### config.mk
export PLATFORM = sky130hd
export DESIGN_NAME = pknn_mul
export DESIGN_NICKNAME = d
export VERILOG_FILES = /design/src/pknn_pkg.sv /design/src/pknn_mul.sv
export SDC_FILE = /design/constraint.sdc
export NUM_CORES = 2
export LEC_CHECK = 0
export BUFFER_PORTS_ARGS = -buffer_cell sky130_fd_sc_hd__buf_2
export CORE_MARGIN = 4
export CORE_UTILIZATION = 35
export CTS_CLUSTER_DIAMETER = 40
export DETAILED_ROUTE_END_ITERATION = 12
export GPL_ROUTABILITY_DRIVEN = 0
export HOLD_SLACK_MARGIN = 0.02
export PLACE_DENSITY = 0.55
export SKIP_CTS_REPAIR_TIMING = 1
export SYNTH_ARGS = -nofsm -noshare
export SYNTH_HDL_FRONTEND = slang
export SYNTH_SLANG_ARGS = --single-unit
### constraint.sdc
create_clock -name aclk -period 15.2 [get_ports aclk]
set_clock_uncertainty 0.1 [all_clocks]
set_input_delay 0.76 -clock aclk [delete_from_list [all_inputs] [get_ports aclk]]
set_output_delay 0.76 -clock aclk [all_outputs]
set_load 0.1 [all_outputs]
### src/pknn_pkg.sv
// ----------------------------------------------------------------------------
// pknn_pkg: shared types and codes of the product-key nearest-neighbor unit
// Field widths, command and status codes, and fixed key constants.
// ----------------------------------------------------------------------------
package pknn_pkg;

    localparam int KEY_W     = 48;
    localparam int FEAT_W    = 32;
    localparam int LABEL_W   = 32;
    localparam int CMD_W     = 2;
    localparam int STATUS_W  = 2;

    // Packed stream widths, padded to whole bytes.
    localparam int S_TDATA_W = 64;
    localparam int M_TDATA_W = 40;

    typedef logic [KEY_W-1:0]    key_t;
    typedef logic [FEAT_W-1:0]   feat_t;
    typedef logic [LABEL_W-1:0]  label_t;
    typedef logic [CMD_W-1:0]    cmd_t;
    typedef logic [STATUS_W-1:0] status_t;

    // One table entry as held in the key/label memory.
    typedef struct packed {
        label_t label;
        key_t   key;
    } entry_t;

    localparam cmd_t CMD_TRAIN = 2'd0;
    localparam cmd_t CMD_QUERY = 2'd1;
    localparam cmd_t CMD_CLEAR = 2'd2;

    localparam status_t STATUS_OK    = 2'd0;
    localparam status_t STATUS_FULL  = 2'd1;
    localparam status_t STATUS_EMPTY = 2'd2;

    // Sign bit of a key, which is also the magnitude of the most negative key.
    localparam key_t KEY_SIGN    = 48'h8000_0000_0000;
    localparam key_t KEY_MAX_POS = 48'h7FFF_FFFF_FFFF;

endpackage

### src/pknn_mul.sv
// ----------------------------------------------------------------------------
// pknn_mul: iterative saturating fixed-point multiplier
// Multiplies a signed Q32.F key by a signed Q16.F feature with one shared
// 24x32 multiplier used twice, truncates the fraction and saturates.
// ----------------------------------------------------------------------------
module pknn_mul #(
    parameter int FRACTION_BITS = 16
) (
    input  logic            aclk,
    input  logic            aresetn,
    input  logic            start,
    input  pknn_pkg::key_t  key,
    input  pknn_pkg::feat_t feature,
    output logic            done,
    output pknn_pkg::key_t  result
);

    localparam int SHIFT_S = 24 - FRACTION_BITS;
    localparam int SUM_W   = 57;

    localparam logic [2:0] PH_IDLE  = 3'd0;
    localparam logic [2:0] PH_HI    = 3'd1;
    localparam logic [2:0] PH_LO    = 3'd2;
    localparam logic [2:0] PH_SUM   = 3'd3;
    localparam logic [2:0] PH_CLAMP = 3'd4;

    localparam logic [SUM_W-1:0] LIM_NEG = SUM_W'(pknn_pkg::KEY_SIGN);
    localparam logic [SUM_W-1:0] LIM_POS = SUM_W'(pknn_pkg::KEY_MAX_POS);

    logic [2:0]             phase_reg, phase_next;
    pknn_pkg::key_t         kmag_reg;
    pknn_pkg::feat_t        fmag_reg;
    logic                   neg_reg;
    logic [55:0]            x_reg;
    logic [55:0]            pp_reg;
    logic [SUM_W-1:0]       mag_reg;
    logic                   sat_reg;
    pknn_pkg::key_t         result_reg;
    logic                   done_reg;

    logic [23:0]            mul_a;
    logic [55:0]            mul_out;
    logic [SUM_W-1:0]       mag_clamped;

    // Shared multiplier: upper key half first, then the lower half.
    assign mul_a   = (phase_reg == PH_HI) ? kmag_reg[47:24] : kmag_reg[23:0];
    assign mul_out = 56'(mul_a) * 56'(fmag_reg);

    // Clamp the magnitude to the range of the result's sign.
    always_comb begin
        if (neg_reg) begin
            mag_clamped = (sat_reg || mag_reg > LIM_NEG) ? LIM_NEG : mag_reg;
        end else begin
            mag_clamped = (sat_reg || mag_reg > LIM_POS) ? LIM_POS : mag_reg;
        end
    end

    // Phase sequencer.
    always_comb begin
        phase_next = phase_reg;
        unique case (phase_reg)
            PH_IDLE:  if (start) phase_next = PH_HI;
            PH_HI:    phase_next = PH_LO;
            PH_LO:    phase_next = PH_SUM;
            PH_SUM:   phase_next = PH_CLAMP;
            PH_CLAMP: phase_next = PH_IDLE;
            default:  phase_next = PH_IDLE;
        endcase
    end

    always_ff @(posedge aclk) begin
        if (!aresetn) begin
            phase_reg <= PH_IDLE;
            done_reg  <= 1'b0;
        end else begin
            phase_reg <= phase_next;
            done_reg  <= (phase_reg == PH_CLAMP);
        end
    end

    // Datapath registers; magnitudes are taken when a transfer starts.
    always_ff @(posedge aclk) begin
        if (phase_reg == PH_IDLE && start) begin
            kmag_reg <= key[pknn_pkg::KEY_W-1] ? (~key + 1'b1) : key;
            fmag_reg <= feature[pknn_pkg::FEAT_W-1] ? (~feature + 1'b1) : feature;
            neg_reg  <= key[pknn_pkg::KEY_W-1] ^ feature[pknn_pkg::FEAT_W-1];
        end
        if (phase_reg == PH_HI) begin
            x_reg <= mul_out;
        end
        if (phase_reg == PH_LO) begin
            pp_reg <= mul_out;
        end
        if (phase_reg == PH_SUM) begin
            sat_reg <= (x_reg >> (47 - SHIFT_S)) != '0;
            mag_reg <= (SUM_W'(x_reg) << SHIFT_S) + SUM_W'(pp_reg >> FRACTION_BITS);
        end
        if (phase_reg == PH_CLAMP) begin
            result_reg <= neg_reg ? (~mag_clamped[pknn_pkg::KEY_W-1:0] + 1'b1)
                                  : mag_clamped[pknn_pkg::KEY_W-1:0];
        end
    end

    assign done   = done_reg;
    assign result = result_reg;

endmodule

==> results by group <==
Outcome
  • Outcome: completed

Global route
  • Vias in the first global route: 29200
  • Initial antenna violation count: 0
  • Largest net degree at the start of global routing: 74
  • Aggregate global routing overflow: 0
  • Wire length of the first global-routing pass: 165000 um
  • Combined global-route utilization of all metal layers: 0.176

Route
  • Residual antenna-violating net count after detailed routing: 0
  • Routed wire length: 101000 um
  • Post-DR vias/cell: 4.97
  • Number of vias in the routed layout: 27600
  • Initial DRT Pass Iterations: 6
  • Post-DR wirelength/cell: 18.2 um
  • Violation count after the first detailed-routing iteration: 1605
  • Post-route DRC violation count: 0

Clock network
  • Clock buffers created by TritonCTS: 40
  • TritonCTS clock tree: built
  • Max clock buf depth: 3
  • Clock latency on the worst-skew pair: 590 ps
  • Clock transition time at the flip-flop clock pins of the worst setup and hold paths: 50 ps
  • Clock tree root driver cell: clkbuf_16
  • Clock sinks: 287
  • Level count of the clock H-tree: 2

Placed design
  • Detail Placement HPWL: 79100 um
  • Cells after DPL: 5474
  • Number of port buffers: 131

Worst setup path
  • Worst setup path category: reg -> reg
  • Number of cells on the worst reg-to-reg path: 26
  • Startpoint kind of the worst setup timing path: register
  • Arrival @ worst endpoint: 9360 ps
  • Critical path peak fanout: 25
  • Required time of the critical path: 15430 ps
  • Endpoint type of the worst setup path: register

STA
  • Final count of hold timing violations: 0
  • Setup repair after global routing missed its margin: false
  • Achievable clock frequency: 109 MHz
  • Setup violation total in the final timing report: 0
  • Final worst path period need: 9140 ps
  • Slew at the pin closest to its max-slew limit: 1210 ps
  • Rel. slew slack: 0.194
  • Number of pins with negative max-slew slack in the final report: 0
  • Fraction of the cycle the final worst path needs: 0.601
  • Post-Route Setup TNS: 0 ps

Yosys
  • Number of synthesized flops with an enable pin: 283
  • Avg Cell Area, Syn: 9.75 um^2
  • Share of the yosys chip area belonging to registers: 0.220
  • Unique masters post-synth: 77
  • Post-Synthesis Net Count: 4963
  • Flip-flop cell with the highest count after synthesis: edfxtp_1
  • Number of storage elements in the synthesis netlist: 287
  • Synth async-reset ratio: 0
  • Gate count after technology mapping: 4004
  • Yosys warning total: 0
  • Area of the mapped netlist: 39000 um^2

Min path
  • Class of the tightest hold or removal check: in -> reg
  • Cells on Worst Hold Path: 1

Floorplan
  • Area of the die: 117000 um^2
  • Area of the core: 111000 um^2
  • Starting Density: 0.353
  • Count of boundary I/O pins: 132
  • Die W: 342 um
  • Die height: 342 um
  • Row count: 122

Cells and area
  • Max reg flops: 57
  • Antenna cells: 0
  • Area delta synth->final: 9.32%
  • Total number of nets in the final design: 4987
  • Number of non-filler instances in the completed layout: 5548
  • Share of cells above drive strength 1: 0.0729

Run
  • Maximum Capacitance Violations: 0
## worst max-delay path, cell delays in order (launching register included)
cell and delay [ps]:
dfxtp_1 480, nor3b_2 220, buf_4 410, mux2i_4 610, buf_4 410, nor2b_1 110, fa_1 470, fa_1 490
inv_1 50, fa_1 450, fa_1 520, inv_1 50, fa_1 490, fa_1 550, inv_1 50, fa_1 540
inv_1 50, ha_1 410, nand2_1 80, o21ai_0 350, nor2_1 90, a31oi_1 360, a21oi_1 240, o41ai_1 580
a221o_1 330, nand4_1 120, and3_1 210
## cell type report
class / count / area [um^2]
Tap cell: 1488 / 1860
Clock inverter: 29 / 443
Fill cell: 11100 / 68000
Timing Repair Buffer: 174 / 978
Multi-Input combinational cell: 2770 / 27000
Clock buffer: 45 / 1020
Inverter: 755 / 2830
Sequential cell: 287 / 8580
## synthesized netlist by cell type, drive strengths merged (33+ instances only)
master	n	area share
a21o	33	0.0063
a21oi	139	0.018
and2	314	0.050
clkbuf	189	0.018
edfxtp	283	0.22
fa	659	0.34
ha	217	0.070
inv	755	0.073
nand2	485	0.047
nand3	35	0.0046
nor2	114	0.011
nor2b	102	0.016
o21ai	116	0.015
o31ai	35	0.0067
xnor2	132	0.030
xor2	39	0.0087
## kinds of logic after synthesis
logic type,count (synthesis),share of synthesized area
AOI/OAI and AO/OA,475,0.0777
adders and majority gates,876,0.407
xor gates and xnor gates,171,0.0384
DFF,287,0.220
and+or+nand+nor,1223,0.158
muxes,25,0.00708
buffers and inverters,947,0.0913
## metal layers
| metal | track usage | share of wire | routed length, um |
|---|---|---|---|
| met1 | 0.253 | 0.48 | 47900 |
| met2 | 0.288 | 0.46 | 46100 |
| met3 | 0.0235 | 0.051 | 5160 |
| met4 | 0.0338 | 0.017 | 1710 |
| met5 | 0 | 0 | 0 |
## placed cells by master, fill, tap and decap left out, types with 20 or more instances in the layout
master / netlist / final
a21o_1: 33 / 33
a21oi_1: 139 / 138
and2_1: 314 / 314
buf_2: 1 / 131
buf_4: 0 / 43
clkbuf_16: 0 / 40
edfxtp_1: 283 / 283
fa_1: 659 / 659
ha_1: 217 / 217
inv_1: 754 / 754
mux2_2: 21 / 21
nand2_1: 485 / 485
nand3_1: 34 / 34
nand4_1: 24 / 24
nor2_1: 113 / 113
nor2b_1: 102 / 102
nor3_1: 22 / 22
nor4_1: 25 / 25
o21ai_0: 116 / 116
o31ai_1: 35 / 35
or3_1: 21 / 21
or4_1: 20 / 20
xnor2_1: 132 / 132
xor2_1: 39 / 39
## path summary, 6_finish.rpt
check | start | to | slack, ps
setup / recovery | phase_reg[0] | x_reg[53] | 6060
hold / removal | key[0] | kmag_reg[0] | 310
setup reg to reg | phase_reg[0] | x_reg[53] | 6060
hold reg to reg | pp_reg[16] | mag_reg[0] | 320
## metrics by stage
stage	setup slack [ps]	area [um^2]	hold slack, ps	utilization
after floorplan	5050	39000	300	-
after global placement	6240	41200	303	0.372
after CTS	6040	42700	272	0.386
after global routing	5600	42700	285	0.386
after detailed placement	6050	41200	306	0.372
final	6060	42700	305	0.386
Power is left out: the tool's default activity adds up to more than one toggle a clock period on the data nets, which glitch-free logic cannot reach.
